<file path="src/gdc_pkg.sv">
// Shared types, constants and calendar tables for the Gregorian date calculator.
package gdc_pkg;

  // Datapath widths
  localparam int SER_W  = 23;   // day serial number
  localparam int N_W    = 22;   // zero-based serial of an in-range date
  localparam int SY_W   = 15;   // shifted year
  localparam int MA_W   = 22;   // multiplier operand A
  localparam int MB_W   = 16;   // multiplier operand B
  localparam int PROD_W = MA_W + MB_W;
  localparam int Q100_LSB = 19; // sy * RECIP_100 >> Q100_LSB == sy / 100
  localparam int YEAR_LSB = 24; // n * RECIP_YEAR >> YEAR_LSB ~= n / 365.2425

  localparam logic [SY_W-1:0]  YEAR_SHIFT = 15'd400;
  localparam logic [MB_W-1:0]  RECIP_100  = 16'd5243;
  localparam logic [MB_W-1:0]  RECIP_YEAR = 16'd45934;
  localparam logic [MB_W-1:0]  YEAR_DAYS  = 16'd365;

  // Serials of 1 Jan 1 and 31 Dec 9999
  localparam logic [SER_W-1:0] SERIAL_LO  = 23'd146098;
  localparam logic [SER_W-1:0] SERIAL_HI  = 23'd3798156;
  localparam logic [SER_W-1:0] DIFF_MAX   = 23'd4194303;

  typedef enum logic [1:0] {
    CMD_ADD  = 2'd0,
    CMD_SUB  = 2'd1,
    CMD_DIFF = 2'd2,
    CMD_NOP  = 2'd3
  } cmd_t;

  typedef enum logic [9:0] {
    ST_IDLE   = 10'b00_0000_0001,
    ST_YDIV   = 10'b00_0000_0010,
    ST_YMUL   = 10'b00_0000_0100,
    ST_YSUM   = 10'b00_0000_1000,
    ST_SER    = 10'b00_0001_0000,
    ST_DECIDE = 10'b00_0010_0000,
    ST_EST    = 10'b00_0100_0000,
    ST_ESTL   = 10'b00_1000_0000,
    ST_YCHK   = 10'b01_0000_0000,
    ST_MON    = 10'b10_0000_0000
  } state_t;

  // Days before the first of month index mi (0 = January), non-leap year
  function automatic logic [8:0] cum_days(input logic [3:0] mi);
    logic [8:0] res;
    case (mi)
      4'd0:    res = 9'd0;
      4'd1:    res = 9'd31;
      4'd2:    res = 9'd59;
      4'd3:    res = 9'd90;
      4'd4:    res = 9'd120;
      4'd5:    res = 9'd151;
      4'd6:    res = 9'd181;
      4'd7:    res = 9'd212;
      4'd8:    res = 9'd243;
      4'd9:    res = 9'd273;
      4'd10:   res = 9'd304;
      4'd11:   res = 9'd334;
      default: res = 9'd0;
    endcase
    return res;
  endfunction

  function automatic logic [4:0] month_len(input logic [3:0] mo, input logic leap);
    logic [4:0] res;
    case (mo)
      4'd1:                 res = leap ? 5'd29 : 5'd28;
      4'd3, 4'd5, 4'd8, 4'd10: res = 5'd30;
      default:              res = 5'd31;
    endcase
    return res;
  endfunction

endpackage

</file>
<file path="src/gregorian_date_calculator.sv">
// Gregorian date calculator: add/subtract days, day difference, date compare.
//
//  channel  | ports                                   | handshake
//  ---------+-----------------------------------------+---------------------------
//  request  | in_cmd, in_day/month/year_a/_b,         | start && !busy
//           | in_day_count                            |
//  result   | out_day, out_month, out_year,           | out_valid, one cycle,
//           | out_diff_days, out_a_*, out_range_error | no backpressure
//
//  Each date is turned into a day serial by one shared multiplier (year part in ST_YDIV,
//  ST_YMUL and ST_YSUM, month/day add in ST_SER); ST_DECIDE then answers compare/difference.
//  Add/subtract then converts back: year estimate (ST_EST, ST_ESTL), one or two year passes
//  (ST_YDIV, ST_YMUL, ST_YSUM, ST_YCHK), and a month walk over at most 12 months in ST_MON.
//  busy is high from acceptance until the cycle before out_valid.
//  Synchronous active-low reset returns the sequencer to idle with no result pending.
module gregorian_date_calculator #(
  parameter int DAY_COUNT_BITS = 16
) (
  input  logic                      clk,
  input  logic                      rst_n,
  input  logic                      start,
  output logic                      busy,
  input  logic [1:0]                in_cmd,
  input  logic [4:0]                in_day_a,
  input  logic [3:0]                in_month_a,
  input  logic [13:0]               in_year_a,
  input  logic [4:0]                in_day_b,
  input  logic [3:0]                in_month_b,
  input  logic [13:0]               in_year_b,
  input  logic [DAY_COUNT_BITS-1:0] in_day_count,
  output logic                      out_valid,
  output logic [4:0]                out_day,
  output logic [3:0]                out_month,
  output logic [13:0]               out_year,
  output logic signed [22:0]        out_diff_days,
  output logic                      out_a_before_b,
  output logic                      out_a_equals_b,
  output logic                      out_range_error
);

  localparam int SUM_W = ((DAY_COUNT_BITS > gdc_pkg::SER_W) ?
                          DAY_COUNT_BITS : gdc_pkg::SER_W) + 1;

  gdc_pkg::state_t state_r, state_nxt;
  gdc_pkg::cmd_t   cmd_r, cmd_nxt;
  logic            out_valid_r, out_valid_nxt;
  logic            sel_b_r, sel_b_nxt;
  // set while the year loop serves the serial-to-date conversion
  logic            conv_phase_r, conv_phase_nxt;

  logic [4:0]  day_a_r, day_a_nxt, day_b_r, day_b_nxt;
  logic [3:0]  month_a_r, month_a_nxt, month_b_r, month_b_nxt;
  logic [13:0] year_b_r, year_b_nxt;
  logic [DAY_COUNT_BITS-1:0] cnt_r, cnt_nxt;

  logic [gdc_pkg::SY_W-1:0]   sy_r, sy_nxt;
  logic [gdc_pkg::PROD_W-1:0] prod_r, prod_nxt;
  logic [7:0]                 q100p_r, q100p_nxt;
  logic                       leap_r, leap_nxt;
  logic [gdc_pkg::SER_W-1:0]  d_r, d_nxt;
  logic [gdc_pkg::SER_W-1:0]  sa_r, sa_nxt, sb_r, sb_nxt;
  logic [gdc_pkg::N_W-1:0]    n_r, n_nxt;
  logic [8:0]                 doy_r, doy_nxt;
  logic [3:0]                 mo_r, mo_nxt;

  logic [4:0]  out_day_r, out_day_nxt;
  logic [3:0]  out_month_r, out_month_nxt;
  logic [13:0] out_year_r, out_year_nxt;
  logic [22:0] out_diff_r, out_diff_nxt;
  logic        out_before_r, out_before_nxt;
  logic        out_equal_r, out_equal_nxt;
  logic        out_rerr_r, out_rerr_nxt;

  // Shared multiplier
  logic [gdc_pkg::MA_W-1:0] mul_a;
  logic [gdc_pkg::MB_W-1:0] mul_b;

  // Year-to-serial helpers
  logic [gdc_pkg::SY_W-1:0]  sy_m1;
  logic [7:0]                q_est;
  logic [gdc_pkg::SY_W-1:0]  q_times100;
  logic [gdc_pkg::SY_W-1:0]  r100;
  logic [gdc_pkg::SER_W-1:0] d_sum;

  // Month/day add
  logic [4:0]                day_sel;
  logic [3:0]                month_sel, month_cl;
  logic [gdc_pkg::SER_W-1:0] s_val;

  // Decision
  logic [SUM_W-1:0]          sa_ext, cnt_ext, rs;
  logic                      rs_ok;
  logic [gdc_pkg::SER_W-1:0] diff_raw;

  // Year check and month walk
  logic [gdc_pkg::SER_W-1:0] dd;
  logic [8:0]                ylen;
  logic [4:0]                mlen;

  assign prod_nxt = gdc_pkg::PROD_W'(mul_a) * gdc_pkg::PROD_W'(mul_b);

  always_comb begin
    case (state_r)
      gdc_pkg::ST_YDIV: begin
        mul_a = gdc_pkg::MA_W'(sy_r);
        mul_b = gdc_pkg::RECIP_100;
      end
      gdc_pkg::ST_YMUL: begin
        mul_a = gdc_pkg::MA_W'(sy_m1);
        mul_b = gdc_pkg::YEAR_DAYS;
      end
      gdc_pkg::ST_EST: begin
        mul_a = n_r;
        mul_b = gdc_pkg::RECIP_YEAR;
      end
      default: begin
        mul_a = '0;
        mul_b = '0;
      end
    endcase
  end

  assign sy_m1      = sy_r - gdc_pkg::SY_W'(1);
  assign q_est      = prod_r[gdc_pkg::Q100_LSB+7:gdc_pkg::Q100_LSB];
  assign q_times100 = (gdc_pkg::SY_W'(q_est) << 6) + (gdc_pkg::SY_W'(q_est) << 5) +
                      (gdc_pkg::SY_W'(q_est) << 2);
  assign r100       = sy_r - q_times100;
  // days before the shifted year: 365p + p/4 - p/100 + p/400 with p = sy - 1
  assign d_sum = prod_r[gdc_pkg::SER_W-1:0] + gdc_pkg::SER_W'(sy_m1 >> 2)
               - gdc_pkg::SER_W'(q100p_r) + gdc_pkg::SER_W'(q100p_r >> 2);

  assign day_sel   = sel_b_r ? day_b_r : day_a_r;
  assign month_sel = sel_b_r ? month_b_r : month_a_r;
  assign month_cl  = (month_sel == 4'd0) ? 4'd1 : ((month_sel > 4'd12) ? 4'd12 : month_sel);
  assign s_val = d_r + gdc_pkg::SER_W'(gdc_pkg::cum_days(month_cl - 4'd1))
               + gdc_pkg::SER_W'(day_sel) + gdc_pkg::SER_W'(leap_r && (month_cl > 4'd2));

  assign sa_ext  = SUM_W'(sa_r);
  assign cnt_ext = SUM_W'(cnt_r);
  assign rs      = (cmd_r == gdc_pkg::CMD_ADD) ? (sa_ext + cnt_ext) : (sa_ext - cnt_ext);
  assign rs_ok   = ((cmd_r == gdc_pkg::CMD_ADD) || (sa_ext >= cnt_ext)) &&
                   (rs >= SUM_W'(gdc_pkg::SERIAL_LO)) && (rs <= SUM_W'(gdc_pkg::SERIAL_HI));
  assign diff_raw = sa_r - sb_r;

  assign dd   = gdc_pkg::SER_W'(n_r) - d_r;
  assign ylen = 9'd365 + 9'(leap_r);
  assign mlen = gdc_pkg::month_len(mo_r, leap_r);

  always_comb begin
    state_nxt      = state_r;
    cmd_nxt        = cmd_r;
    out_valid_nxt  = 1'b0;
    sel_b_nxt      = sel_b_r;
    day_a_nxt      = day_a_r;
    day_b_nxt      = day_b_r;
    month_a_nxt    = month_a_r;
    month_b_nxt    = month_b_r;
    year_b_nxt     = year_b_r;
    cnt_nxt        = cnt_r;
    sy_nxt         = sy_r;
    q100p_nxt      = q100p_r;
    leap_nxt       = leap_r;
    d_nxt          = d_r;
    sa_nxt         = sa_r;
    sb_nxt         = sb_r;
    n_nxt          = n_r;
    doy_nxt        = doy_r;
    mo_nxt         = mo_r;
    out_day_nxt    = out_day_r;
    out_month_nxt  = out_month_r;
    out_year_nxt   = out_year_r;
    out_diff_nxt   = out_diff_r;
    out_before_nxt = out_before_r;
    out_equal_nxt  = out_equal_r;
    out_rerr_nxt   = out_rerr_r;

    unique case (state_r)
      gdc_pkg::ST_IDLE: begin
        if (start) begin
          cmd_nxt     = gdc_pkg::cmd_t'(in_cmd);
          day_a_nxt   = in_day_a;
          month_a_nxt = in_month_a;
          day_b_nxt   = in_day_b;
          month_b_nxt = in_month_b;
          year_b_nxt  = in_year_b;
          cnt_nxt     = in_day_count;
          sy_nxt      = gdc_pkg::SY_W'(in_year_a) + gdc_pkg::YEAR_SHIFT;
          sel_b_nxt   = 1'b0;
          state_nxt   = gdc_pkg::ST_YDIV;
        end
      end
      gdc_pkg::ST_YDIV: begin
        state_nxt = gdc_pkg::ST_YMUL;
      end
      gdc_pkg::ST_YMUL: begin
        // sy / 100 -> (sy - 1) / 100 drops by one on a century boundary
        q100p_nxt = (r100 == '0) ? (q_est - 8'd1) : q_est;
        leap_nxt  = (sy_r[1:0] == 2'd0) && ((r100 != '0) || (q_est[1:0] == 2'd0));
        state_nxt = gdc_pkg::ST_YSUM;
      end
      gdc_pkg::ST_YSUM: begin
        d_nxt     = d_sum;
        state_nxt = conv_phase_r ? gdc_pkg::ST_YCHK : gdc_pkg::ST_SER;
      end
      gdc_pkg::ST_SER: begin
        if (!sel_b_r) begin
          sa_nxt    = s_val;
          sel_b_nxt = 1'b1;
          sy_nxt    = gdc_pkg::SY_W'(year_b_r) + gdc_pkg::YEAR_SHIFT;
          state_nxt = gdc_pkg::ST_YDIV;
        end else begin
          sb_nxt    = s_val;
          state_nxt = gdc_pkg::ST_DECIDE;
        end
      end
      gdc_pkg::ST_DECIDE: begin
        out_before_nxt = sa_r < sb_r;
        out_equal_nxt  = sa_r == sb_r;
        out_day_nxt    = '0;
        out_month_nxt  = '0;
        out_year_nxt   = '0;
        out_diff_nxt   = '0;
        out_rerr_nxt   = 1'b0;
        case (cmd_r)
          gdc_pkg::CMD_ADD, gdc_pkg::CMD_SUB: begin
            if (rs_ok) begin
              n_nxt     = gdc_pkg::N_W'(rs - SUM_W'(1));
              state_nxt = gdc_pkg::ST_EST;
            end else begin
              out_rerr_nxt  = 1'b1;
              out_valid_nxt = 1'b1;
              state_nxt     = gdc_pkg::ST_IDLE;
            end
          end
          gdc_pkg::CMD_DIFF: begin
            if (sa_r < sb_r) begin
              out_diff_nxt = '1;
            end else begin
              out_diff_nxt = (diff_raw > gdc_pkg::DIFF_MAX) ? gdc_pkg::DIFF_MAX : diff_raw;
            end
            out_valid_nxt = 1'b1;
            state_nxt     = gdc_pkg::ST_IDLE;
          end
          default: begin
            out_valid_nxt = 1'b1;
            state_nxt     = gdc_pkg::ST_IDLE;
          end
        endcase
      end
      gdc_pkg::ST_EST: begin
        state_nxt = gdc_pkg::ST_ESTL;
      end
      gdc_pkg::ST_ESTL: begin
        sy_nxt    = gdc_pkg::SY_W'(prod_r[gdc_pkg::PROD_W-1:gdc_pkg::YEAR_LSB]) +
                    gdc_pkg::SY_W'(1);
        state_nxt = gdc_pkg::ST_YDIV;
      end
      gdc_pkg::ST_YCHK: begin
        // walk the year estimate until D(sy) <= n < D(sy) + year length
        if (gdc_pkg::SER_W'(n_r) < d_r) begin
          sy_nxt    = sy_m1;
          state_nxt = gdc_pkg::ST_YDIV;
        end else if (dd >= gdc_pkg::SER_W'(ylen)) begin
          sy_nxt    = sy_r + gdc_pkg::SY_W'(1);
          state_nxt = gdc_pkg::ST_YDIV;
        end else begin
          doy_nxt      = dd[8:0];
          mo_nxt       = 4'd0;
          out_year_nxt = 14'(sy_r - gdc_pkg::YEAR_SHIFT);
          state_nxt    = gdc_pkg::ST_MON;
        end
      end
      gdc_pkg::ST_MON: begin
        if ((mo_r == 4'd11) || (doy_r < 9'(mlen))) begin
          out_day_nxt   = 5'(doy_r + 9'd1);
          out_month_nxt = mo_r + 4'd1;
          out_valid_nxt = 1'b1;
          state_nxt     = gdc_pkg::ST_IDLE;
        end else begin
          doy_nxt = doy_r - 9'(mlen);
          mo_nxt  = mo_r + 4'd1;
        end
      end
      default: begin
        state_nxt = gdc_pkg::ST_IDLE;
      end
    endcase
  end

  always_comb begin
    conv_phase_nxt = conv_phase_r;
    if (state_r == gdc_pkg::ST_IDLE) begin
      conv_phase_nxt = 1'b0;
    end else if (state_r == gdc_pkg::ST_EST) begin
      conv_phase_nxt = 1'b1;
    end
  end

  always_ff @(posedge clk) begin
    if (!rst_n) begin
      state_r      <= gdc_pkg::ST_IDLE;
      out_valid_r  <= 1'b0;
      conv_phase_r <= 1'b0;
    end else begin
      state_r      <= state_nxt;
      out_valid_r  <= out_valid_nxt;
      conv_phase_r <= conv_phase_nxt;
    end
  end

  always_ff @(posedge clk) begin
    cmd_r        <= cmd_nxt;
    sel_b_r      <= sel_b_nxt;
    day_a_r      <= day_a_nxt;
    day_b_r      <= day_b_nxt;
    month_a_r    <= month_a_nxt;
    month_b_r    <= month_b_nxt;
    year_b_r     <= year_b_nxt;
    cnt_r        <= cnt_nxt;
    sy_r         <= sy_nxt;
    prod_r       <= prod_nxt;
    q100p_r      <= q100p_nxt;
    leap_r       <= leap_nxt;
    d_r          <= d_nxt;
    sa_r         <= sa_nxt;
    sb_r         <= sb_nxt;
    n_r          <= n_nxt;
    doy_r        <= doy_nxt;
    mo_r         <= mo_nxt;
    out_day_r    <= out_day_nxt;
    out_month_r  <= out_month_nxt;
    out_year_r   <= out_year_nxt;
    out_diff_r   <= out_diff_nxt;
    out_before_r <= out_before_nxt;
    out_equal_r  <= out_equal_nxt;
    out_rerr_r   <= out_rerr_nxt;
  end

  assign busy            = (state_r != gdc_pkg::ST_IDLE);
  assign out_valid       = out_valid_r;
  assign out_day         = out_day_r;
  assign out_month       = out_month_r;
  assign out_year        = out_year_r;
  assign out_diff_days   = out_diff_r;
  assign out_a_before_b  = out_before_r;
  assign out_a_equals_b  = out_equal_r;
  assign out_range_error = out_rerr_r;

`ifndef SYNTHESIS
  a_valid_idle: assert property (@(posedge clk) disable iff (!rst_n)
    out_valid |-> (state_r == gdc_pkg::ST_IDLE))
    else $error("result strobe while sequencer busy");

  a_start_busy: assert property (@(posedge clk) disable iff (!rst_n)
    (start && !busy) |=> busy)
    else $error("accepted request did not raise busy");

  a_rerr_zero: assert property (@(posedge clk) disable iff (!rst_n)
    (out_valid && out_range_error) |->
      (out_day == '0 && out_month == '0 && out_year == '0))
    else $error("range error with nonzero date");

  a_flags_excl: assert property (@(posedge clk) disable iff (!rst_n)
    out_valid |-> !(out_a_before_b && out_a_equals_b))
    else $error("before and equal both set");

  a_diff_neg: assert property (@(posedge clk) disable iff (!rst_n)
    (out_valid && cmd_r == gdc_pkg::CMD_DIFF) |->
      (out_a_before_b == (out_diff_days == -23'sd1)))
    else $error("difference sign disagrees with compare flag");
`endif

endmodule
</file>
<file path="config.mk">
export PLATFORM = sky130hd
export DESIGN_NAME = gregorian_date_calculator
export DESIGN_NICKNAME = d
export VERILOG_FILES = /design/src/gdc_pkg.sv /design/src/gregorian_date_calculator.sv
export SDC_FILE = /design/constraint.sdc
export NUM_CORES = 1
export LEC_CHECK = 0
export BUFFER_PORTS_ARGS = -buffer_cell sky130_fd_sc_hd__buf_4
export CORE_UTILIZATION = 35
export CTS_CLUSTER_SIZE = 10
export DETAILED_ROUTE_END_ITERATION = 10
export GPL_TIMING_DRIVEN = 0
export MAX_ROUTING_LAYER = met4
export PLACE_DENSITY = 0.53
export SYNTH_ARGS = -nofsm -noshare
export SYNTH_HDL_FRONTEND = slang
export SYNTH_SLANG_ARGS = --single-unit
</file>
<file path="constraint.sdc">
create_clock -name clk -period 9.5 [get_ports clk]
set_clock_uncertainty 0.05 [all_clocks]
set_input_delay 0.475 -clock clk [delete_from_list [all_inputs] [get_ports clk]]
set_output_delay 0.475 -clock clk [all_outputs]
set_load 0.01 [all_outputs]
</file>
# Word level (Yosys, flattened, before mapping)
# Memories as Yosys holds them, arrays and structs flattened.
# Index checks and enable logic that the tools add are counted.
# totals
register_bits	278
latchBits	0
mem_bits_rw	0
romBits	144
in_bits	67
output_inout_bits	51
wordCells	173
n_memories	1
# classes
add_sub_neg	26
n_mul	1
div_mod_pow	0
n_lt_le_gt_ge	10
n_eq_ne	27
shifts	0
mux	47
bitwise_logic	2
reduce_logical	31
# memory_table
memory	words	word_bits	read_ports	rd_ports_with_merged_regs	wr	line_no	source
(no name shown)	16	9	1	0	0	gdc_pkg.sv:47	case (mi)
# op_table
operator	count
10-bit case mux with 10 select lines	1
22-bit case mux with 3 select lines	1
15-bit two-way mux	4
15-bit case mux with 4 select lines	1
10-bit two-way mux	5
16-bit case mux with 3 select lines	1
23-bit two-way mux	2
22-bit by 16-bit multiplier with 38-bit output	1
9-bit two-way mux	4
14-bit by 9-bit adder with 15-bit output, second input constant	2
14-bit two-way mux	2
4-bit two-way mux	7
14-bit case mux with 2 select lines	1
23-bit by 16-bit adder with 24-bit output	1
24-bit by 18-bit >= comparator with 1-bit output, second input constant	1
24-bit by 22-bit <= comparator with 1-bit output, second input constant	1
24-bit two-way mux	1
23-bit by 16-bit subtractor with 24-bit output	1
23-bit by 1-bit adder with 23-bit output	1
23-bit by 13-bit adder with 23-bit output	1
23-bit by 5-bit adder with 23-bit output	1
23-bit by 6-bit adder with 23-bit output	1
23-bit by 9-bit adder with 23-bit output	1
23-bit equality test	1
68 further kinds	101

# Depth between registers and ports, before layout
# An unclocked memory read counts as a cell.
# logic_depth
word_depth	9
depth_mapped	36
ltp_nobuf	35

# Worst setup path after synthesis
# Ideal clock, no wire load.
# synth_path
path_kind	flip-flop to flip-flop
start	register sy_r[0] in the netlist's numbering
end	register prod_r[37] in the netlist's numbering
setup_time_ns	0.074
arrival_time_ns	8.254
required_ns	9.376
setup_slack_ns	1.121
path_stages_with_launch	36
path_buffers	0
synth_period_minus_slack_ns	8.379
cell_sequence	edfxtp_1 > inv_1 > ha_1 > and3_1 > o21ai_0 > or3_1 > or3_1 > nand2b_1 > nor3_1 > xnor2_1 > nor2_1 > nor2_1 > nor2_1 > ha_1 > inv_1 > fa_1 > inv_1 > fa_1 > fa_1 > fa_1 > inv_1 > fa_1 > inv_1 > ha_1 > a21o_1 > a21o_1 > a21oi_1 > o21ai_0 > a21o_1 > a2111oi_0 > o21ai_0 > a41oi_1 > a21oi_1 > o21ai_0 > a21oi_1 > a31oi_1
# synth_via
elab_chain_len	3
# synth_rtl
item	line_no	source
start, declared	gregorian_date_calculator.sv:56	logic [gdc_pkg::SY_W-1:0] sy_r, sy_nxt;
start signal, assigned	gregorian_date_calculator.sv:320	sy_r <= sy_nxt;
15-bit by 1-bit subtractor with 15-bit output	gregorian_date_calculator.sv:123	assign sy_m1 = sy_r - gdc_pkg::SY_W'(1);
22-bit case mux with 3 select lines *	gregorian_date_calculator.sv:103	case (state_r)
22-bit by 16-bit multiplier with 38-bit output *	gregorian_date_calculator.sv:100	assign prod_nxt = gdc_pkg::PROD_W'(mul_a) * gdc_pkg::PROD_W'(mul_b);
named net prod_nxt (one bit)	gregorian_date_calculator.sv:57	logic [gdc_pkg::PROD_W-1:0] prod_r, prod_nxt;
end signal, assigned	gregorian_date_calculator.sv:321	prod_r <= prod_nxt;
end, declared	gregorian_date_calculator.sv:57	
# The timed path passes the listed nets; every way through them passes the cells marked *.
# A chain may end at the register's enable or synchronous reset.

# Final worst setup path
# layout_path
start	register sy_r[1] in the netlist's numbering
end	register prod_r[37] in the netlist's numbering
# The elaborated chain is that of the path after synthesis.

==> summary.md <==
| Metric | Value |
|---|---|
| Worst hold path type | in -> reg |
| Power per cell area | 181 mW/mm² |
| Largest net degree at the start of global routing | 28 |
| Asr flop ratio synth | 0% |
| Max_cap viols | 0 |
| Combinational share of power | between 40 and 50% |
| Multiplexer share of the synthesized area | roughly 1.0% |
| Kind of end point of the critical path | flip-flop |
| Cells after DPL | 4135 |
| Fmax | 110 MHz |
| Synth warn | 0 |
| Initial core utilization | a little over a third |
| EDFF count, synth | 228 |
| Total CTS buffers | 38 |
| Placeable core area | 0.0804 mm² |
| Clock Power Share | roughly 23% |
| Fin cells | between 4000 and 5000 |
| Sequential fraction of the synthesis area | about 28% |
| CTS root buffer | clkbuf_16 |
| Post-synthesis instance total | between 2000 and 3000 |
| Kind of critical path | reg -> reg |
| Post-Synth Adder-Cell Area | 33.2% |
| Worst VDD drop | about 0.16 mV |
| Worst skew pair latency | about 0.57 ns |
| Aggregate global routing overflow | 0 |
| Tmin final | 9.09 ns |
| ANT nets after route | 0 |
| Synth Area in Compound Gates | between 10% and 20% |
| P_sw | about 2.4 mW |
| GPL Wtd Cong | 0.967 |
| Die height | 287 µm |
| Die width | about 290 µm |
| Distinct cells, synth | 86 |
| Simple-gate share of the synthesized area | roughly an eighth |
| Clock Tree Buf Depth | 3 |
| Fin nets | between 3000 and 4000 |
| Slowest CP cell | fa_1 |
| Post-synthesis xor/xnor area fraction | 6.56% |
| P_leak | around 15 nW |
| Largest family of logic cells by synthesized area | adder cells |
| Total number of vias | about 21000 |
| Rows | about 100 |
| GRT Resource Usage Total | roughly a fifth |
| Vias in the first global route | 20960 |
| Most frequent cells in the layout | 549 x inv_1, 357 x ha_1, 249 x fa_1 |
| Sw frac | roughly 40% |
| Slew @ Worst Pin | ~1.3 ns |
| Yosys top cell area share | 24.1% |
| Initial DRC Count | 1233 |
| Final Hold Fails | 0 |
| Outcome | complete, no violations |
| Avg Cell Area, Syn | just under 10 µm² |
| Seq cells post-synth | between 200 and 300 |
| Ant diodes | 0 |
| Final wirelength | ~78 mm |
| Global-route wire length before repair | ~120 mm |
| Max Slew Vio Count | 0 |
| First-pass DRT Iterations | 5 |
| Synth-to-layout area growth | 14.0% |
| Relative slew slack | a little over a tenth |
| Port Buffers | 117 |
| WP data required | slightly below 10 ns |
| Clock transition at path regs | 0.06 ns |
| CP max stage delay | 0.55 ns |
| P_int | 3.51 mW |
| Full die area | about 0.082 mm² |
| Avg Vias per Cell | between 4 and 5 |
| Startpoint types | flip-flop |
| CP arrival | between 9 and 10 ns |
| Leading area contributor after synthesis | edfxtp_1 |
| # IOs | around 120 |
| DP HPWL | roughly 66 mm |
| Fin crit share | 95.7% |
| Post-Route Utilization | 40.3% |
| Synthesized area | 0.0284 mm² |
| Initial antenna violation count | 1 |
| WL per Instance | about 19 µm |
| FF-to-FF path depth | 34 |
| Layout cells sized above 1 | under 10% |
| Main area contributors after synthesis | edfxtp_1 24%, fa_1 18%, ha_1 16% |
| Clock sinks | 278 |
| # setup viols final | 0 |
| Sequential share of power | between 20% and 30% |
| Main synth FF type | edfxtp_1 |
| WHS Path Cells | 1 |
| Htree depth | 2 |
| DRC viols | 0 |
| TritonCTS clock tree | built |
| CP max FO | 5 |
| Most common cell after layout, fill and taps aside | inv_1 |
## power groups by stage
| stage | sequential [mW] | combinational, mW | clock, mW |
|---|---|---|---|
| 2_1_floorplan | 1.62 | 2.14 | 0 |
| 3_3_place_gp | 1.65 | 2.84 | 0 |
| 3_5_place_dp | 1.65 | 2.86 | 0 |
| 4_1_cts | 1.62 | 2.90 | 1.40 |
| 5_1_grt | 1.63 | 3.26 | 1.45 |
| 6_report | 1.62 | 2.88 | 1.36 |
## worst max-delay path, delay by kind of cell, from the launching register on
kind	cells	cell delay, ns
fa+ha+maj	8	3.64
flops	1	0.41
simple gates	7	1.80
buf+inv	6	0.58
xor+xnor	1	0.25
compound gates	12	2.20
## path summary, 6_finish.rpt
kind	to	from	slack (ns)
min reg2reg	state_r[4]$_SDFFE_PN0P_	conv_phase_r$_SDFFE_PP0N_	0.37
min	cnt_r[3]$_DFFE_PP_	in_day_count[3]	0.04
max	prod_r[37]$_DFF_P_	sy_r[1]$_DFFE_PP_	0.41
max reg2reg	prod_r[37]$_DFF_P_	sy_r[1]$_DFFE_PP_	0.41
## synthesized netlist by cell type, drive strengths merged (23+ instances only)
library cell	count
nor3	52
fa	249
edfxtp	228
ha	357
a21o	46
a21oi	144
nand2b	36
xnor2	141
inv	550
and2	34
nand2	129
xor2	72
nand3	66
clkbuf	46
dfxtp	50
nand4	30
nor2	229
o21ai	98
o21a	23
## registers in the layout, summed over array words and instances (netlist names), 5 cells and up
signal / flops
cnt_r: 16
d_r: 23
day_a_r: 5
day_b_r: 5
doy_r: 9
n_r: 22
out_day: 5
out_diff_days: 23
out_year: 14
prod_r: 38
q100p_r: 8
sa_r: 23
sb_r: 23
state_r: 10
sy_r: 15
year_b_r: 14
## timing repair
item	4_1_cts	5_1_grt
pin swaps	1	1
setup buffers	1	7
gates resized for setup	12	14
setup endpoints to repair	6	7
hold buffers	20	0
endpoints found under the hold margin	20	0
## kinds of logic (layout without fill, tap and decap cells)
family,count (synthesis),in the layout
XOR/XNOR,213,213
AND/OR/NAND/NOR,700,700
adder cells (fa/ha/maj),606,606
other,2,21
multiplexers,28,28
flip-flops,278,278
buffers and inverters,612,832
AO/OA/AOI/OAI,492,492
## through the flow
stage	setup TNS (ns)	instance area, µm²	power [mW]	hold WS [ns]	setup WS, ns
2_1_floorplan	0	28500	3.76	0.353	1.12
3_3_place_gp	-1.97	30700	4.49	0.369	-0.777
3_5_place_dp	-1.54	30800	4.50	0.373	-0.666
4_1_cts	0	32300	5.92	0.00343	0.00258
5_1_grt	-0.0125	32400	6.34	0.0117	-0.0125
6_report	0	32400	5.87	0.0364	0.407
## final cells by class
cell class,instances,area [µm²]
sequential,278,7850
timing repair buffer,153,1240
fill,8041,48000
clock buffer,53,1070
inverter,552,2070
buffer,60,248
tap,1060,1330
multi-input combinational,2060,18500
clock inverter,14,120
## routing by layer
metal,share of wire [%],global-route usage [%],vias to the layer above
li1,-,-,10276
met1,44,24.8,10073
met2,50,34.0,386
met3,3.5,2.14,88
met4,2.3,4.64,0
met5,0,-,-
Power figures use the tool's default switching activity.
